===== src/rtl/nnbc_pkg.sv =====
// Package with the payload types, constants and controller states of the unit.
package nnbc_pkg;

  // Field widths of the transfers.
  localparam int POS_W      = 12;
  localparam int IDX_OUT_W  = 6;
  localparam int DIST_OUT_W = 25;
  localparam int CNT_OUT_W  = 6;
  localparam int THR_W      = 25;

  // Defaults for the top-level parameters.
  localparam int MAX_POINTS_DEF = 64;
  localparam int COORD_BITS_DEF = 12;

  // Density threshold after reset.
  localparam logic [THR_W-1:0] THR_RESET = THR_W'(200);

  typedef struct packed {
    logic [POS_W-1:0] pos_x;
    logic [POS_W-1:0] pos_y;
    logic             is_zombie;
    logic             last_point;
  } nnbc_in_t;

  typedef struct packed {
    logic [IDX_OUT_W-1:0]  point_index;
    logic                  zombie_found;
    logic [IDX_OUT_W-1:0]  zombie_index;
    logic [DIST_OUT_W-1:0] zombie_dist_sq;
    logic                  human_found;
    logic [IDX_OUT_W-1:0]  human_index;
    logic [DIST_OUT_W-1:0] human_dist_sq;
    logic [CNT_OUT_W-1:0]  close_humans;
    logic [IDX_OUT_W-1:0]  densest_index;
    logic [CNT_OUT_W-1:0]  densest_count;
    logic                  last_result;
  } nnbc_out_t;

  typedef enum logic [1:0] {
    ST_LOAD,
    ST_FEED,
    ST_DRAIN
  } nnbc_state_e;

endpackage


===== src/rtl/nnbc_cell.sv =====
// One cell of the scan chain: holds a stored point and updates a passing query.
module nnbc_cell import nnbc_pkg::*; #(
  parameter int CW       = 12,
  parameter int IW       = 6,
  parameter int CNT_W    = 7,
  parameter int CELL_IDX = 0
) (
  input  logic             clk_i,
  input  logic             rst_ni,
  // Point load.
  input  logic             wr_en_i,
  input  logic [CW-1:0]    wr_x_i,
  input  logic [CW-1:0]    wr_y_i,
  input  logic             wr_z_i,
  input  logic [CNT_W-1:0] count_i,
  input  logic [THR_W-1:0] thr_i,
  // Query and accumulator from the previous cell.
  input  logic             v_i,
  input  logic [IW-1:0]    idx_i,
  input  logic [CW-1:0]    qx_i,
  input  logic [CW-1:0]    qy_i,
  input  logic             zf_i,
  input  logic [IW-1:0]    zi_i,
  input  logic [2*CW:0]    zd_i,
  input  logic             hf_i,
  input  logic [IW-1:0]    hi_i,
  input  logic [2*CW:0]    hd_i,
  input  logic [IW-1:0]    close_i,
  // Query and accumulator to the next cell.
  output logic             v_o,
  output logic [IW-1:0]    idx_o,
  output logic [CW-1:0]    qx_o,
  output logic [CW-1:0]    qy_o,
  output logic             zf_o,
  output logic [IW-1:0]    zi_o,
  output logic [2*CW:0]    zd_o,
  output logic             hf_o,
  output logic [IW-1:0]    hi_o,
  output logic [2*CW:0]    hd_o,
  output logic [IW-1:0]    close_o
);

  localparam int DW = 2 * CW + 1;
  localparam int TW = (DW > THR_W) ? DW : THR_W;

  // Stored point of this cell.
  logic [CW-1:0] p_x_q, p_y_q;
  logic          p_z_q;

  always_ff @(posedge clk_i) begin
    if (wr_en_i) begin
      p_x_q <= wr_x_i;
      p_y_q <= wr_y_i;
      p_z_q <= wr_z_i;
    end
  end

  // First stage: absolute differences, squared.
  logic [CW-1:0]   dx, dy;
  logic            a_v_q;
  logic [IW-1:0]   a_idx_q, a_zi_q, a_hi_q, a_close_q;
  logic [CW-1:0]   a_qx_q, a_qy_q;
  logic            a_zf_q, a_hf_q;
  logic [DW-1:0]   a_zd_q, a_hd_q;
  logic [2*CW-1:0] a_dx2_q, a_dy2_q;

  assign dx = (qx_i > p_x_q) ? (qx_i - p_x_q) : (p_x_q - qx_i);
  assign dy = (qy_i > p_y_q) ? (qy_i - p_y_q) : (p_y_q - qy_i);

  always_ff @(posedge clk_i or negedge rst_ni) begin
    if (!rst_ni) begin
      a_v_q <= 1'b0;
    end else begin
      a_v_q <= v_i;
    end
  end

  always_ff @(posedge clk_i) begin
    a_idx_q   <= idx_i;
    a_qx_q    <= qx_i;
    a_qy_q    <= qy_i;
    a_zf_q    <= zf_i;
    a_zi_q    <= zi_i;
    a_zd_q    <= zd_i;
    a_hf_q    <= hf_i;
    a_hi_q    <= hi_i;
    a_hd_q    <= hd_i;
    a_close_q <= close_i;
    a_dx2_q   <= dx * dx;
    a_dy2_q   <= dy * dy;
  end

  // Second stage: distance, compare against the running bests.
  // Cells are visited in ascending index order, so on a tie a candidate
  // below the query index wins over an earlier lower one, while above the
  // query index the earlier candidate keeps its place.
  logic [DW-1:0] dist_sq;
  logic          cand, lower, z_upd, h_upd, is_close;

  always_comb begin
    dist_sq  = {1'b0, a_dx2_q} + {1'b0, a_dy2_q};
    cand     = a_v_q && (CNT_W'(CELL_IDX) < count_i) && (IW'(CELL_IDX) != a_idx_q);
    lower    = IW'(CELL_IDX) < a_idx_q;
    z_upd    = cand && p_z_q &&
               (!a_zf_q || (dist_sq < a_zd_q) || ((dist_sq == a_zd_q) && lower));
    h_upd    = cand && !p_z_q &&
               (!a_hf_q || (dist_sq < a_hd_q) || ((dist_sq == a_hd_q) && lower));
    is_close = cand && !p_z_q && (TW'(dist_sq) < TW'(thr_i));
  end

  logic          b_v_q;
  logic [IW-1:0] b_idx_q, b_zi_q, b_hi_q, b_close_q;
  logic [CW-1:0] b_qx_q, b_qy_q;
  logic          b_zf_q, b_hf_q;
  logic [DW-1:0] b_zd_q, b_hd_q;

  always_ff @(posedge clk_i or negedge rst_ni) begin
    if (!rst_ni) begin
      b_v_q <= 1'b0;
    end else begin
      b_v_q <= a_v_q;
    end
  end

  always_ff @(posedge clk_i) begin
    b_idx_q   <= a_idx_q;
    b_qx_q    <= a_qx_q;
    b_qy_q    <= a_qy_q;
    b_zf_q    <= a_zf_q | z_upd;
    b_zi_q    <= z_upd ? IW'(CELL_IDX) : a_zi_q;
    b_zd_q    <= z_upd ? dist_sq : a_zd_q;
    b_hf_q    <= a_hf_q | h_upd;
    b_hi_q    <= h_upd ? IW'(CELL_IDX) : a_hi_q;
    b_hd_q    <= h_upd ? dist_sq : a_hd_q;
    b_close_q <= a_close_q + IW'(is_close);
  end

  assign v_o     = b_v_q;
  assign idx_o   = b_idx_q;
  assign qx_o    = b_qx_q;
  assign qy_o    = b_qy_q;
  assign zf_o    = b_zf_q;
  assign zi_o    = b_zi_q;
  assign zd_o    = b_zd_q;
  assign hf_o    = b_hf_q;
  assign hi_o    = b_hi_q;
  assign hd_o    = b_hd_q;
  assign close_o = b_close_q;

endmodule


===== config.mk =====
export PLATFORM = sky130hd
export DESIGN_NAME = nnbc_cell
export DESIGN_NICKNAME = d
export VERILOG_FILES = /design/src/rtl/nnbc_pkg.sv /design/src/rtl/nnbc_cell.sv
export SDC_FILE = /design/constraint.sdc
export NUM_CORES = 1
export LEC_CHECK = 0
export ABC_AREA = 0
export BUFFER_PORTS_ARGS = -buffer_cell sky130_fd_sc_hd__buf_2
export CAP_MARGIN = 5
export CORE_AREA = 4 4 202 204
export CTS_CLUSTER_DIAMETER = 100
export DETAILED_ROUTE_END_ITERATION = 10
export DIE_AREA = 0 0 206 208
export PLACE_DENSITY = 0.69
export RECOVER_POWER = 50
export SLEW_MARGIN = 15
export SYNTH_ARGS = -nofsm -noshare
export SYNTH_HDL_FRONTEND = slang
export SYNTH_SLANG_ARGS = --single-unit
export TNS_END_PERCENT = 1

===== constraint.sdc =====
create_clock -name clk_i -period 9.85 [get_ports clk_i]
set_input_delay 0.4925 -clock clk_i [delete_from_list [all_inputs] [get_ports clk_i]]
set_output_delay 0.4925 -clock clk_i [all_outputs]
set_load 0.005 [all_outputs]

======== Yosys cells after proc, flatten, opt, wreduce, memory -nomap -nowiden ========
Cells that the tools add are included.
storage, ports and cells
  bits in registers ....................... 275
cells by class
  mux-type cells .......................... 4
  equality and inequality tests ........... 2
  reduce and logical (&&, ||, !) cells .... 17
  multipliers ............................. 2
  bitwise operators ....................... 2
  add/sub/neg operators ................... 6
  magnitude comparators ................... 7
operator list
  kind                                                count
  < comparator 25 bit                                 3
  equality test 25 bit                                2
  two-way mux 25 bit                                  2
  multiplier 12 x 12 -> 24 bit                        2
  subtractor 12 bit                                   4
  adder 24 x 24 -> 25 bit                             1
  > comparator 12 bit                                 2
  two-way mux 12 bit                                  2
  logical AND 1 bit                                   9
  < comparator 1 x 7 -> 1 bit (first input constant)  1
  adder 6 x 1 -> 6 bit                                1
  < comparator 1 x 6 -> 1 bit (first input constant)  1
  nonzero test 6 bit                                  1
  logical OR 1 bit                                    4
  zero test 1 bit                                     3
  bitwise OR 1 bit                                    2

======== Logic depth before layout (Yosys ltp) ========
  depth in word-level cells ............... 6
  depth in mapped cells ................... 34

======== Least setup slack after synthesis ========
OpenSTA, ideal clock, no wires.
  path type ............................... in2reg
  from .................................... input port qx_i[0]
  to ...................................... register a_dx2_q[23]
  path buffers ............................ 1
  arrival time ............................ 7.889 ns
  stages .................................. 32
  path slack .............................. 1.840 ns
  cell sequence ........................... inv_1 ha_1 inv_1 fa_1 a211oi_1 o21ba_2 o31ai_2 nand2_1 mux2i_1 or4b_1 nand3_1 buf_2 nor2_1 fa_1 inv_1 fa_1 inv_1 fa_1 fa_1 inv_1 fa_1 inv_1 ha_1 and3_1 a221o_1 nand2_1 o21ai_0 o41ai_2 o21ai_0 or4_1 a31oi_1 xnor2_1
between the ends
  word-level cells in the longest chain between the ends .. 3
RTL lines
  item                                                      line             text
  start, declared                                           nnbc_cell.sv:20  input logic [CW-1:0] qx_i,
  subtractor 12 bit or > comparator 12 bit (tied branches)  nnbc_cell.sv:67  assign dx = (qx_i > p_x_q) ? (qx_i - p_x_q) : (p_x_q - qx_i);
  two-way mux 12 bit (*)                                    nnbc_cell.sv:67
  multiplier 12 x 12 -> 24 bit (*)                          nnbc_cell.sv:89  a_dx2_q <= dx * dx;
  end signal, assigned                                      nnbc_cell.sv:89
  end, declared                                             nnbc_cell.sv:65  logic [2*CW-1:0] a_dx2_q, a_dy2_q;
Every way passes the cells marked *; elsewhere a longest branch is shown, timed or not.
A chain may end at the register's enable or synchronous reset.

======== Worst setup path in the final report ========
  from .................................... register p_x_q[0]
  to ...................................... register a_dx2_q[23]
between the ends
  word-level cells in the longest chain between the ends .. 3
RTL lines
  item                                                      line             text
  start, declared                                           nnbc_cell.sv:47  logic [CW-1:0] p_x_q, p_y_q;
  start signal, assigned                                    nnbc_cell.sv:52  p_x_q <= wr_x_i;
  subtractor 12 bit or > comparator 12 bit (tied branches)  nnbc_cell.sv:67
  two-way mux 12 bit (*)                                    nnbc_cell.sv:67
  multiplier 12 x 12 -> 24 bit (*)                          nnbc_cell.sv:89
Marks and branches as above.

==> results.toml <==
[die]
dieWidth_um = 206
top_level_ports = 262
initial_utilization = 0.492
core_area_sq_um = 39300
die_y_um = 208
die_area_sq_um = 42800
row_count = 73

[final_layout]
drive_above_1_share = 0.170
nets = 2873
fin_area_sq_um = 22700
fillers = 3425
synthToLayoutAreaGrowth_pct = 17.4

[worst_setup_path]
path_common_cell = "fa_1"
end_kind = "register"
cp_slowest_cell = "fa_1"
r2r_end = "a_dx2_q[23]"
rr_worst_depth = 30
worst-endpoint-required_ns = 10.31
reg2reg_from = "p_x_q[0]"
crit_arrival_ns = 9.42
reg2reg_slack_ns = 0.88
path_class = "register to register"
critPathMaxFanout = 11
cpPeakStageDelay_ns = 0.56
worst_setup_path_start_kind = "register"

[drt]
drt_first_pass_iters = 7
wl_um = 44800
num_vias = 14184
vias_per_cell = 5.00
wl_met2_um = 21200
detail-route-antenna-nets = 0
wl_met3_um = 2920
highest-signal-layer = "met5"
drc = 0
routedWlPerCell_um = 15.8
wl_met1_um = 19300
first_iter_violations = 614

[timing]
tightest_slew_ns = 1.43
finalCritPeriodShare = 0.911
maxSlewHeadroom = 0.0491
fin_ws_ns = 0.881
hold_viol_final = 0
slew_viol_final = 0
clock_skew_ns = 0.0142
timing.fmax_ghz = 0.111
setup_viol = 0
rsz0062_at_grt = "no"
finalCriticalPeriod_ns = 8.97
finalSetupTns_ns = 0
whs_ns = 0.0336

[clock_network]
post_cts_buffers = 0
cts.sinks = 273
path_clk_slew_ns = 0.06
root_buffer = "clkbuf_16"
numCtsBuffers = 29
insertion_delay_ns = 0.57
clock_path_buffers = 3
cts_tree = "yes"
htree_num_levels = 1

[synthesis]
yosys_warnings = 0
synth_ff_type = "dfxtp_1"
syn_area_per_cell_sq_um = 9.80
async_flop_share = 0.00733
synth_enable_flop_cells = 25
netlist_area_sq_um = 19300
yosysUniqueCellTypes = 75
syn_nets = 2555
yosysSeqAreaShare = 0.296
syn_inst = 1971
synth_seq_cells = 273

[grt]
grt_pass1_wl_um = 73500
grt_antenna_before_repair = 3
grt_use_total = 0.208
grt_overflow = 0
grt_max_degree = 37
grt_pass1_vias = 15048

[hold_path]
min_delay_worst_endpoint = "a_close_q[5]"
hold_depth = 1
min_from = "close_i[5]"
min_path_type = "input port to register"

[run]
maxCapViolations = 0

[placement]
detailed_place_hpwl_um = 35900
place_ws_ns = 0.668
port_buffers = 261
dpl_cell_area_sq_um = 21200
place_congestion = 0.908

[outcome]
outcome = "finished clean"
## through the flow
stage	std cells	util
after floorplan	1971	-
after global placement	2735	0.540
after detailed placement	2735	0.540
after CTS	2837	0.578
after global routing	2839	0.577
final	2839	0.577
## layout make-up
class	instances	area, sq um	area share
Antenna cell	2	5.00	0.000221
Clock buffer	41	841	0.0371
Clock inverter	13	169	0.00745
Inverter	413	1550	0.0684
Multi-Input combinational cell	1248	11900	0.524
Sequential cell	273	5730	0.253
Tap cell	525	657	0.0290
Timing Repair Buffer	324	1860	0.0818
## layer usage
metal | global-route usage | up-vias
li1 | - | 7022
met1 | 0.262 | 6647
met2 | 0.366 | 424
met3 | 0.0337 | 89
met4 | 0.0624 | 2
met5 | 0 | -
## critical path: cells and delay by family (launching register included)
family	cells	cell delay, ns
compound gates	8	1.92
xor+xnor	1	0.09
fa+ha+maj	8	3.55
buf+inv	5	0.26
flops	1	0.35
mux	1	0.49
simple gates	7	2.18
## cell usage in the layout (no fill, tap or decap), types with 26 or more instances in the layout
cell type	count
inv_1	407
ha_1	257
dfxtp_1	246
buf_2	226
fa_1	166
nor2_1	140
a21oi_1	79
xnor2_1	62
nand2_1	52
o21ai_0	50
mux2_2	49
a21o_1	48
dlygate4sd3_1	48
clkbuf_1	40
nand2b_1	34
clkbuf_16	29
nand3_1	26
## how the worst max path moves through the flow
| stage | from | endpoint | slack (ns) | cells past startpoint |
|---|---|---|---|---|
| 2_1_floorplan | qx_i[0] | a_dx2_q[23] | 1.84 | 32 |
| 3_3_place_gp | qx_i[0] | a_dx2_q[23] | 0.83 | 32 |
| 3_5_place_dp | qx_i[0] | a_dx2_q[23] | 0.67 | 32 |
| 4_1_cts | p_x_q[0] | a_dx2_q[23] | 0.93 | 30 |
| 5_1_grt | p_x_q[0] | a_dx2_q[23] | 0.33 | 30 |
| 6_report | p_x_q[0] | a_dx2_q[23] | 0.88 | 30 |
## registers in the layout (all words and copies together), names as in the netlist, 23 cells and up
signal and flops:
a_hd_q 25, hd_o 25, a_dx2_q 23, zd_o 25
a_zd_q 25, a_dy2_q 23
## cell families (layout without fill, tap and decap cells)
kind of cell               Yosys count  after routing  synth area share
other                                0              2                 0
AOI/OAI and AO/OA                  284            284            0.0985
adders and majority gates          423            423             0.339
muxes                               59             59            0.0345
DFF                                273            273             0.296
and+or+nand+nor                    397            397             0.103
buffers and inverters              450            791            0.0895
xor gates and xnor gates            85             85            0.0393
## synthesized netlist by cell type (4+ instances only)
| master | instances | area share |
|---|---|---|
| a211o_1 | 5 | 0.0023 |
| o21bai_1 | 8 | 0.0031 |
| nor4_1 | 7 | 0.0023 |
| inv_1 | 407 | 0.079 |
| nor3_1 | 17 | 0.0044 |
| a311oi_1 | 4 | 0.0018 |
| nor2_2 | 6 | 0.0019 |
| nor2b_1 | 20 | 0.0065 |
| nand2b_1 | 34 | 0.011 |
| nand2_1 | 52 | 0.010 |
| xnor2_1 | 62 | 0.028 |
| inv_2 | 6 | 0.0012 |
| o21a_1 | 16 | 0.0062 |
| ha_1 | 257 | 0.17 |
| edfxtp_1 | 25 | 0.039 |
| o31a_1 | 5 | 0.0023 |
| and2_1 | 21 | 0.0068 |
| nand4_1 | 24 | 0.0078 |
| buf_2 | 16 | 0.0041 |
| o211ai_1 | 9 | 0.0035 |
| o21ai_0 | 50 | 0.013 |
| fa_1 | 166 | 0.17 |
| nor2_1 | 140 | 0.027 |
| a21o_1 | 48 | 0.019 |
| mux2i_1 | 7 | 0.0036 |
| or3_1 | 6 | 0.0019 |
| a31oi_1 | 8 | 0.0026 |
| a21oi_1 | 79 | 0.020 |
| a211oi_1 | 12 | 0.0047 |
| clkbuf_1 | 17 | 0.0033 |
| and3_1 | 11 | 0.0036 |
| mux2_2 | 49 | 0.029 |
| xor2_1 | 21 | 0.0095 |
| o31ai_1 | 5 | 0.0019 |
| or2_2 | 16 | 0.0052 |
| nand3_1 | 26 | 0.0067 |
| dfxtp_1 | 246 | 0.25 |
## timing repair
item / 4_1_cts / 5_1_grt
hold buffers: 48 / 0
resized for setup: 0 / 0
endpoints found under the hold margin: 49 / 0
Power is not shown: default switching activity piles up to over one toggle a cycle in this logic, so the estimate is an artifact.
